[config.mk]
export PLATFORM = sky130hd
export DESIGN_NAME = thermal_frame_auto_gain_stretch_core
export DESIGN_NICKNAME = d
export VERILOG_FILES = /design/src/rtl/tfags_pkg.sv /design/src/rtl/tfags_ctrl.sv /design/src/rtl/tfags_dp.sv /design/src/rtl/thermal_frame_auto_gain_stretch_core.sv
export SDC_FILE = /design/constraint.sdc
export NUM_CORES = 2
export LEC_CHECK = 0
export BUFFER_PORTS_ARGS = -buffer_cell sky130_fd_sc_hd__buf_4
export CORE_AREA = 3 3 360 362
export CTS_CLUSTER_DIAMETER = 100
export CTS_CLUSTER_SIZE = 14
export DETAILED_ROUTE_END_ITERATION = 12
export DIE_AREA = 0 0 363 365
export PLACE_DENSITY = 0.84
export REMOVE_ABC_BUFFERS = 1
export SYNTH_ARGS = -nofsm -noshare
export SYNTH_HDL_FRONTEND = slang
export SYNTH_SLANG_ARGS = --single-unit
[constraint.sdc]
create_clock -name clk -period 15 [get_ports clk]
set_input_delay 1.5 -clock clk [delete_from_list [all_inputs] [get_ports clk]]
set_output_delay 1.5 -clock clk [all_outputs]
set_load 0.005 [all_outputs]
[src/rtl/tfags_pkg.sv]
// Shared types and constants for the thermal frame automatic gain stretch block.
package tfags_pkg;

  localparam int MAX_FRAME_PIXELS_DEF = 131072;

  localparam logic REG_STATIC_LOW  = 1'b0;
  localparam logic REG_STATIC_HIGH = 1'b1;

  typedef enum logic [3:0] {
    ST_IDLE,
    ST_CLOSE,
    ST_W_MEAN,
    ST_W_SQ,
    ST_SQRT_GO,
    ST_W_SQRT,
    ST_LOHI,
    ST_LATCH,
    ST_MAP_GO,
    ST_W_MAP,
    ST_MAP_FIN
  } state_t;

  typedef enum logic [1:0] {
    DIV_MEAN,
    DIV_SQ,
    DIV_MAP
  } div_sel_t;

  typedef struct packed {
    logic     acc_en;
    logic     pix_load;
    logic     div_start;
    div_sel_t div_sel;
    logic     m8_load;
    logic     e2_load;
    logic     sq_start;
    logic     slo_load;
    logic     shi_load;
    logic     win_load;
    logic     out_load;
  } dp_cmd_t;

  typedef struct packed {
    logic div_busy;
    logic sq_busy;
  } dp_stat_t;

endpackage

[src/rtl/tfags_ctrl.sv]
// Sequencing state machine for the statistics close and the pixel mapping.
module tfags_ctrl (
  input  logic               clk,
  input  logic               rst_n,
  input  logic               in_tvalid,
  input  logic               in_kind,
  input  logic               in_frame_end,
  output logic               in_tready,
  input  logic               out_tready,
  output logic               out_tvalid,
  output tfags_pkg::dp_cmd_t cmd,
  input  tfags_pkg::dp_stat_t stat
);

  tfags_pkg::state_t state_r, state_nxt;
  logic out_valid_r, out_valid_nxt;

  always_ff @(posedge clk) begin
    if (!rst_n) begin
      state_r     <= tfags_pkg::ST_IDLE;
      out_valid_r <= 1'b0;
    end else begin
      state_r     <= state_nxt;
      out_valid_r <= out_valid_nxt;
    end
  end

  always_comb begin
    state_nxt   = state_r;
    cmd         = '0;
    cmd.div_sel = tfags_pkg::DIV_MEAN;
    in_tready   = 1'b0;
    unique case (state_r)
      tfags_pkg::ST_IDLE: begin
        in_tready = 1'b1;
        if (in_tvalid) begin
          if (in_kind) begin
            cmd.pix_load = 1'b1;
            state_nxt    = tfags_pkg::ST_MAP_GO;
          end else begin
            cmd.acc_en = 1'b1;
            if (in_frame_end) state_nxt = tfags_pkg::ST_CLOSE;
          end
        end
      end
      tfags_pkg::ST_CLOSE: begin
        cmd.div_start = 1'b1;
        cmd.div_sel   = tfags_pkg::DIV_MEAN;
        state_nxt     = tfags_pkg::ST_W_MEAN;
      end
      tfags_pkg::ST_W_MEAN: begin
        if (!stat.div_busy) begin
          cmd.m8_load   = 1'b1;
          cmd.div_start = 1'b1;
          cmd.div_sel   = tfags_pkg::DIV_SQ;
          state_nxt     = tfags_pkg::ST_W_SQ;
        end
      end
      tfags_pkg::ST_W_SQ: begin
        if (!stat.div_busy) begin
          cmd.e2_load = 1'b1;
          state_nxt   = tfags_pkg::ST_SQRT_GO;
        end
      end
      tfags_pkg::ST_SQRT_GO: begin
        cmd.sq_start = 1'b1;
        state_nxt    = tfags_pkg::ST_W_SQRT;
      end
      tfags_pkg::ST_W_SQRT: begin
        if (!stat.sq_busy) state_nxt = tfags_pkg::ST_LOHI;
      end
      tfags_pkg::ST_LOHI: begin
        cmd.slo_load = 1'b1;
        cmd.shi_load = 1'b1;
        state_nxt    = tfags_pkg::ST_LATCH;
      end
      tfags_pkg::ST_LATCH: begin
        cmd.win_load = 1'b1;
        state_nxt    = tfags_pkg::ST_IDLE;
      end
      tfags_pkg::ST_MAP_GO: begin
        cmd.div_start = 1'b1;
        cmd.div_sel   = tfags_pkg::DIV_MAP;
        state_nxt     = tfags_pkg::ST_W_MAP;
      end
      tfags_pkg::ST_W_MAP: begin
        if (!stat.div_busy) state_nxt = tfags_pkg::ST_MAP_FIN;
      end
      tfags_pkg::ST_MAP_FIN: begin
        if (!out_valid_r || out_tready) begin
          cmd.out_load = 1'b1;
          state_nxt    = tfags_pkg::ST_IDLE;
        end
      end
      default: state_nxt = tfags_pkg::ST_IDLE;
    endcase
  end

  always_comb begin
    priority if (cmd.out_load) out_valid_nxt = 1'b1;
    else if (out_tready)       out_valid_nxt = 1'b0;
    else                       out_valid_nxt = out_valid_r;
  end

  assign out_tvalid = out_valid_r;

endmodule

[src/rtl/tfags_dp.sv]
// Datapath: accumulators, serial divider, serial square root, window and level logic.
module tfags_dp #(
  parameter int MAX_FRAME_PIXELS = tfags_pkg::MAX_FRAME_PIXELS_DEF
) (
  input  logic                clk,
  input  logic                rst_n,
  input  tfags_pkg::dp_cmd_t  cmd,
  output tfags_pkg::dp_stat_t stat,
  input  logic [15:0]         in_pixel,
  input  logic [16:0]         static_low,
  input  logic [16:0]         static_high,
  output logic [7:0]          level
);

  localparam int CW   = $clog2(MAX_FRAME_PIXELS + 1);
  localparam int SW   = 16 + CW;
  localparam int QW   = 32 + CW;
  localparam int DW   = 48 + CW;
  localparam int DVW  = (CW > 16) ? CW : 16;
  localparam int CNTW = $clog2(DW + 1);

  // Division by three as a multiply by ceil(2^19/3) and a shift by 19.
  localparam logic [17:0] RECIP3 = 18'd174763;

  logic [CW-1:0]   count_r;
  logic [SW-1:0]   sum_r;
  logic [QW-1:0]   sq_r;
  logic [15:0]     pixel_r;
  logic [23:0]     m8_r;
  logic [47:0]     e2_r;
  logic [47:0]     msq_r;
  logic [15:0]     slo_r, shi_r, wmin_r, wmax_r;
  logic [7:0]      level_r;

  logic [DW-1:0]   div_quo_r;
  logic [DVW-1:0]  div_rem_r, div_den_r;
  logic [CNTW-1:0] div_cnt_r;
  logic [DVW:0]    div_tmp, div_sub;
  logic            div_ge;
  logic [DW-1:0]   dvd;
  logic [DVW-1:0]  dvs;

  logic [47:0]     sq_v_r, sq_res_r, sq_bit_r;
  logic [48:0]     sq_trial;
  logic [23:0]     s8;

  logic [24:0]     two_s;
  logic [15:0]     lo_c;
  logic [25:0]     hi_sum;
  logic [15:0]     hi_c;
  logic [15:0]     diff;
  logic [17:0]     slo_num, shi_num;
  logic [35:0]     slo_prod, shi_prod;

  logic [32:0]     mq;
  logic [15:0]     mr;
  logic [16:0]     rem2, w17;
  logic            inc1, inc2;
  logic [33:0]     q1;
  logic [15:0]     g;
  logic [8:0]      l9;
  logic [7:0]      lvl_c;

  assign s8 = sq_res_r[23:0];

  always_comb begin
    two_s    = {s8, 1'b0};
    lo_c     = ({1'b0, m8_r} > two_s) ? 16'(({1'b0, m8_r} - two_s) >> 8) : 16'd0;
    hi_sum   = {2'b00, m8_r} + {s8, 2'b00};
    hi_c     = (|hi_sum[25:24]) ? 16'hFFFF : hi_sum[23:8];
    diff     = pixel_r - wmin_r;
    slo_num  = {1'b0, slo_r, 1'b0} + {2'b00, lo_c};
    shi_num  = {1'b0, shi_r, 1'b0} + {2'b00, hi_c};
    slo_prod = slo_num * RECIP3;
    shi_prod = shi_num * RECIP3;
  end

  always_comb begin
    dvd = '0;
    dvs = '0;
    unique case (cmd.div_sel)
      tfags_pkg::DIV_MEAN: begin
        dvd[SW+7:0] = {sum_r, 8'd0};
        dvs[CW-1:0] = count_r;
      end
      tfags_pkg::DIV_SQ: begin
        dvd         = {sq_r, 16'd0};
        dvs[CW-1:0] = count_r;
      end
      tfags_pkg::DIV_MAP: begin
        dvd[31:0] = diff * 16'hFFFF;
        dvs[15:0] = wmax_r - wmin_r;
      end
      default: begin
        dvd = '0;
        dvs = '0;
      end
    endcase
  end

  always_comb begin
    div_tmp = {div_rem_r, div_quo_r[DW-1]};
    div_ge  = div_tmp >= {1'b0, div_den_r};
    div_sub = div_tmp - {1'b0, div_den_r};
  end

  always_ff @(posedge clk) begin
    if (!rst_n) begin
      div_cnt_r <= '0;
    end else if (cmd.div_start) begin
      div_cnt_r <= CNTW'(DW);
      div_quo_r <= dvd;
      div_rem_r <= '0;
      div_den_r <= dvs;
    end else if (div_cnt_r != '0) begin
      div_cnt_r <= div_cnt_r - 1'b1;
      div_quo_r <= {div_quo_r[DW-2:0], div_ge};
      div_rem_r <= div_ge ? div_sub[DVW-1:0] : div_tmp[DVW-1:0];
    end
  end

  assign sq_trial = {1'b0, sq_res_r} + {1'b0, sq_bit_r};

  always_ff @(posedge clk) begin
    if (!rst_n) begin
      sq_bit_r <= '0;
    end else if (cmd.sq_start) begin
      sq_v_r   <= (e2_r > msq_r) ? e2_r - msq_r : 48'd0;
      sq_res_r <= '0;
      sq_bit_r <= {2'b01, 46'd0};
    end else if (sq_bit_r != '0) begin
      if ({1'b0, sq_v_r} >= sq_trial) begin
        sq_v_r   <= sq_v_r - sq_trial[47:0];
        sq_res_r <= (sq_res_r >> 1) + sq_bit_r;
      end else begin
        sq_res_r <= sq_res_r >> 1;
      end
      sq_bit_r <= sq_bit_r >> 2;
    end
  end

  assign stat.div_busy = div_cnt_r != '0;
  assign stat.sq_busy  = sq_bit_r != '0;

  always_ff @(posedge clk) begin
    if (!rst_n) begin
      count_r <= '0;
      sum_r   <= '0;
      sq_r    <= '0;
      slo_r   <= 16'd0;
      shi_r   <= 16'hFFFF;
      wmin_r  <= 16'd0;
      wmax_r  <= 16'hFFFF;
    end else begin
      if (cmd.acc_en && (count_r < CW'(MAX_FRAME_PIXELS))) begin
        count_r <= count_r + 1'b1;
        sum_r   <= sum_r + SW'(in_pixel);
        sq_r    <= sq_r + QW'({16'd0, in_pixel} * {16'd0, in_pixel});
      end
      if (cmd.slo_load) slo_r <= slo_prod[34:19];
      if (cmd.shi_load) shi_r <= shi_prod[34:19];
      if (cmd.win_load) begin
        wmin_r  <= static_low[16] ? slo_r : static_low[15:0];
        wmax_r  <= static_high[16] ? shi_r : static_high[15:0];
        count_r <= '0;
        sum_r   <= '0;
        sq_r    <= '0;
      end
    end
  end

  always_ff @(posedge clk) begin
    msq_r <= m8_r * m8_r;
    if (cmd.pix_load) pixel_r <= in_pixel;
    if (cmd.m8_load)  m8_r    <= div_quo_r[23:0];
    if (cmd.e2_load)  e2_r    <= div_quo_r[47:0];
    if (cmd.out_load) level_r <= lvl_c;
  end

  always_comb begin
    mq    = div_quo_r[32:0];
    mr    = div_rem_r[15:0];
    rem2  = {mr, 1'b0};
    w17   = {1'b0, wmax_r - wmin_r};
    inc1  = (rem2 > w17) || ((rem2 == w17) && mq[0]);
    q1    = {1'b0, mq} + {33'd0, inc1};
    g     = (q1 > 34'd65535) ? 16'hFFFF : q1[15:0];
    inc2  = (g[7:0] > 8'd128) || ((g[7:0] == 8'd128) && g[8]);
    l9    = {1'b0, g[15:8]} + {8'd0, inc2};
    lvl_c = l9[8] ? 8'hFF : l9[7:0];
    priority if (pixel_r <= wmin_r) lvl_c = 8'd0;
    else if (wmax_r < wmin_r)       lvl_c = 8'd0;
    else if (wmax_r == wmin_r)      lvl_c = 8'hFF;
    else                            lvl_c = lvl_c;
  end

  assign level = level_r;

endmodule

[src/rtl/thermal_frame_auto_gain_stretch_core.sv]
// Top level of the thermal frame automatic gain stretch block.
// Each frame is streamed twice on the in_ channel. Pixels with tuser low form
// the statistics pass; the one with tlast high closes the frame. Pixels with
// tuser high form the mapping pass and each yields one 8-bit level on out_.
// Statistics pixels are taken one per cycle. The closing pixel starts a
// sequence of two serial divisions of 48+CW dividend bits (CW is the bit
// width of the frame pixel limit, 18 at the default) and a serial square
// root; the window smoothing and then the window latch follow, and
// in_tready is low throughout. A mapping pixel takes one serial division
// from acceptance to its level in the output register; the shared
// restoring divider serves both sequences.
// The output register holds a level until taken; a new pixel is accepted
// while it waits, and a second level waits inside the block until out_tready.
// Reset returns the window to 0..65535, clears the accumulators, sets both
// static bounds to -1 (automatic) and empties the output register.
// The APB port holds static_low at address 0 and static_high at address 4;
// a new static bound takes effect at the next frame close.
module thermal_frame_auto_gain_stretch_core #(
  parameter int MAX_FRAME_PIXELS = tfags_pkg::MAX_FRAME_PIXELS_DEF
) (
  input  logic        clk,
  input  logic        rst_n,
  input  logic        in_tvalid,
  output logic        in_tready,
  input  logic [15:0] in_tdata,    // pixel[15:0]
  input  logic        in_tuser,    // kind
  input  logic        in_tlast,
  output logic        out_tvalid,
  input  logic        out_tready,
  output logic [7:0]  out_tdata,   // level[7:0]
  input  logic        cfg_psel,
  input  logic        cfg_penable,
  input  logic        cfg_pwrite,
  input  logic [2:0]  cfg_paddr,
  input  logic [31:0] cfg_pwdata,
  output logic [31:0] cfg_prdata,
  output logic        cfg_pready
);

  tfags_pkg::dp_cmd_t  cmd;
  tfags_pkg::dp_stat_t stat;
  logic [16:0] static_low_r, static_high_r;
  logic        cfg_wr;

  assign cfg_pready = 1'b1;
  assign cfg_wr     = cfg_psel & cfg_penable & cfg_pwrite & cfg_pready;

  always_ff @(posedge clk) begin
    if (!rst_n) begin
      static_low_r  <= 17'h1FFFF;
      static_high_r <= 17'h1FFFF;
    end else if (cfg_wr) begin
      if (cfg_paddr[2] == tfags_pkg::REG_STATIC_LOW) static_low_r  <= cfg_pwdata[16:0];
      else                                           static_high_r <= cfg_pwdata[16:0];
    end
  end

  assign cfg_prdata = (cfg_paddr[2] == tfags_pkg::REG_STATIC_HIGH)
                      ? {{15{static_high_r[16]}}, static_high_r}
                      : {{15{static_low_r[16]}}, static_low_r};

  tfags_ctrl u_ctrl (
    .clk          (clk),
    .rst_n        (rst_n),
    .in_tvalid    (in_tvalid),
    .in_kind      (in_tuser),
    .in_frame_end (in_tlast),
    .in_tready    (in_tready),
    .out_tready   (out_tready),
    .out_tvalid   (out_tvalid),
    .cmd          (cmd),
    .stat         (stat)
  );

  tfags_dp #(
    .MAX_FRAME_PIXELS (MAX_FRAME_PIXELS)
  ) u_dp (
    .clk         (clk),
    .rst_n       (rst_n),
    .cmd         (cmd),
    .stat        (stat),
    .in_pixel    (in_tdata),
    .static_low  (static_low_r),
    .static_high (static_high_r),
    .level       (out_tdata)
  );

endmodule

==> summary.txt <==
Outcome
  – Status: complete, no violations

Placed design
  – Port bufs: 84
  – Post-Place Cell Area: approximately 79000 um2
  – Final HPWL DP: between 150000 and 200000 um
  – GPL Wtd Cong: 0.967

Flow run
  – Max Cap Viol: 0

Logic synthesis
  – Synth Area in XOR/XNOR: 0.0536
  – Main combinational cell family by area after synthesis: adder cells
  – Number of synthesized register bits: between 500 and 600
  – Leading post-synthesis cells by instance count: inv_1, ha_1, fa_1
  – Cell variety after synth: 94
  – Most common cell in the synthesized netlist: inv_1
  – Ys async rst share: 0
  – Area contributors post-synth: fa_1, ha_1, edfxtp_1
  – Post-Syn Area: between 70000 and 80000 um2
  – Synth Area in Simple Gates: 0.122
  – Post-synth top area cell: fa_1
  – Post-synthesis adder-cell area fraction: 0.409
  – Register area share after synthesis: 0.188
  – Post-synthesis mux area share: 0.0138
  – Synth top area share: 0.251
  – Ys flop type: edfxtp_1
  – Synth Instances: about 8400
  – Average size of a mapped cell: between 9 and 10 um2
  – Compound-Gate Fraction of Synth Area: 0.121
  – Synth warn: 0
  – Number of synthesized flops with an enable pin: ~300

Clocking
  – Clock sinks: 577
  – Setup bufs post-CTS: 0
  – CTS Buffer Depth: 3
  – CTS tree: built
  – CTS Hold Bufs: 0
  – Post-CTS sizing: 0
  – H-tree lvl count: 2
  – TritonCTS Buffers: 49
  – CTS root buf: clkbuf_16
  – CTS clk-pin slew, worst paths: 0.08 ns
  – Clk_lat worst skew: between 0.6 and 0.7 ns

Timing
  – Final hold vios: 0
  – Fin. max-slew vios: 0
  – Final setup viols: 0
  – Sum Neg Setup Slack: 0 ns
  – Max frequency: between 70 and 80 MHz
  – Period utilization: 0.843
  – Post-layout minimum cycle time: between 10 and 15 ns
  – Worst slew pin tran: 1.27 ns
  – Clk_skew: 0.0241 ns
  – Unrepaired setup endpoints after global routing: false
  – Rel. slew slack: 0.153

Worst setup path
  – Worst path slowest cell: mux2i_2
  – Worst reg2reg path startpoint: u_dp.sq_res_r[1]
  – R2R Path End: u_dp.shi_r[13]
  – R2R Setup Slk: approximately 2.4 ns
  – Worst Path Required: about 16 ns
  – Startpoint Class: flip-flop
  – Critical Path Start: u_dp.sq_res_r[1]
  – End point of the critical path: u_dp.shi_r[13]
  – Kind of critical path: flip-flop to flip-flop
  – Worst-path fanout max: 19
  – Worst setup EP type: flip-flop
  – Worst path max stage delay: 0.70 ns
  – Worst Reg-to-Reg Cells: between 40 and 50
  – WP data arrival: ~13 ns

Route
  – Routed WL: 201000 um
  – Antenna Nets Post-Route: 0
  – Routed len/inst: 20.1 um
  – DR iter-0 viols: ~4900
  – Avg Vias per Cell: roughly 6
  – DRC Markers: 0
  – TritonRoute pass-1 iters: 6
  – Vias post-DR: approximately 59000

Die
  – Initial Utilization: 0.607
  – Ports: slightly above 100
  – Die span in x: around 360 um
  – Die Y: 365 um
  – Row count: about 130
  – Core Area: approximately 130000 um2
  – Total die area: 132000 um2

Cells and area
  – Utilization after layout: 0.636
  – Share of layout cells above drive strength 1: 0.0359
  – Area grow syn2layout: 4.83%
  – NumNets Final: a little over 10000
  – Post-Layout Inst Area: approximately 81000 um2

GRT
  – GRT Total Usage: 0.307
  – GRT Residual Overflow: 0
  – Largest net degree at the start of global routing: between 70 and 80
  – Vias in the first global route: just over 60000
  – Initial antenna violation count: 6
  – First-pass GRT wire length: about 320000 um

Min path
  – Worst min path class: flip-flop to flip-flop
==> flip-flops by register name, indices dropped and copies added (netlist names), 17 cells and up <==
| signal | count |
|---|---|
| u_dp.div_quo_r | 66 |
| u_dp.div_rem_r | 18 |
| u_dp.sq_r | 50 |
| u_dp.div_den_r | 18 |
| u_dp.msq_r | 47 |
| u_dp.sq_res_r | 48 |
| u_dp.m8_r | 24 |
| u_dp.sq_bit_r | 24 |
| static_high_r | 17 |
| static_low_r | 17 |
| u_dp.count_r | 18 |
| u_dp.sum_r | 34 |
| u_dp.sq_v_r | 48 |
| u_dp.e2_r | 48 |
==> worst min-delay path by stage <==
stage / start / endpoint / slack, ns / cells past startpoint
2_1_floorplan: u_dp.div_quo_r[33] / u_dp.e2_r[33] / 0.43 / 0
3_3_place_gp: u_dp.div_quo_r[46] / u_dp.e2_r[46] / 0.43 / 0
3_5_place_dp: u_dp.div_quo_r[45] / u_dp.e2_r[45] / 0.44 / 0
4_1_cts: u_dp.div_quo_r[45] / u_dp.e2_r[45] / 0.45 / 0
5_1_grt: u_dp.div_quo_r[46] / u_dp.e2_r[46] / 0.47 / 0
6_report: u_dp.div_quo_r[45] / u_dp.e2_r[45] / 0.45 / 0
==> critical path, delay by kind of cell (launching register included) <==
kind,cells,cell delay (ns)
adder cells (fa/ha/maj),10,3.83
AO/OA/AOI/OAI,20,5.19
buffers and inverters,5,0.31
AND/OR/NAND/NOR,11,2.01
multiplexers,1,0.70
flip-flops,1,0.49
==> logic make-up (layout without fill, tap and decap cells) <==
group / Yosys count / after routing
buffers and inverters: 1887 / 1876
AND/OR/NAND/NOR: 1973 / 1973
other: 1 / 4
adder cells (fa/ha/maj): 1944 / 1944
flip-flops: 577 / 577
XOR/XNOR: 472 / 472
AO/OA/AOI/OAI: 1413 / 1413
multiplexers: 103 / 103
==> per-layer routing <==
metal / share of wire / global-route usage / up-vias
met5: 0.00022 / 0 / -
met4: 0.057 / 0.150 / 6
met3: 0.081 / 0.0542 / 617
met2: 0.47 / 0.515 / 2364
met1: 0.39 / 0.385 / 29100
li1: - / - / 27400
==> area by class of cell <==
class / count / area (um2)
clock buffers: 79 / 1360
clock inverters: 7 / 91.3
well taps: 1662 / 2080
multi-input cells: 5906 / 55600
repair buffers: 138 / 1040
diodes: 3 / 7.51
fillers: 10100 / 46200
flip-flops and latches: 577 / 14500
inverters: 1652 / 6200
==> through the flow <==
| step | instances | worst slack [ns] | hold WS, ns |
|---|---|---|---|
| 3_5_place_dp | 9935 | 2.45 | 0.436 |
| 4_1_cts | 10000 | 2.40 | 0.452 |
| 3_3_place_gp | 9935 | 2.93 | 0.435 |
| 5_1_grt | 10000 | 1.42 | 0.469 |
| 2_1_floorplan | 8135 | -2.29 | 0.426 |
| 6_report | 10000 | 2.36 | 0.454 |
==> cell usage in the layout, fill, tap and decap left out, types with 17 or more instances in the layout <==
| cell | synthesis | final |
|---|---|---|
| o21a_1 | 48 | 48 |
| mux2_2 | 24 | 24 |
| nand2b_1 | 45 | 45 |
| nor2_1 | 448 | 445 |
| xnor2_1 | 282 | 282 |
| inv_1 | 1649 | 1649 |
| a21oi_1 | 383 | 383 |
| nor2b_1 | 58 | 58 |
| nand3_1 | 139 | 138 |
| clkbuf_1 | 207 | 29 |
| o31ai_1 | 38 | 38 |
| a211oi_1 | 54 | 54 |
| dfxtp_1 | 283 | 283 |
| o21ai_1 | 39 | 39 |
| a21o_1 | 174 | 173 |
| a22o_1 | 31 | 31 |
| xor2_1 | 190 | 190 |
| and4_1 | 17 | 17 |
| or2_2 | 18 | 18 |
| fa_1 | 965 | 965 |
| nor3_1 | 88 | 85 |
| o211a_1 | 18 | 18 |
| o21ai_0 | 202 | 201 |
| nand2_1 | 678 | 676 |
| o22ai_1 | 48 | 48 |
| or3_1 | 29 | 27 |
| a31o_2 | 19 | 19 |
| edfxtp_1 | 294 | 294 |
| clkbuf_16 | 0 | 50 |
| o211ai_1 | 51 | 51 |
| a31oi_1 | 67 | 67 |
| mux2i_1 | 78 | 78 |
| ha_1 | 979 | 979 |
| buf_4 | 17 | 138 |
| nand4_1 | 73 | 73 |
| o21bai_1 | 65 | 65 |
| and3_1 | 75 | 74 |
| and2_1 | 244 | 244 |
Power is left out: the tool's default activity adds up to more than one toggle a clock period on the data nets, which glitch-free logic cannot reach.
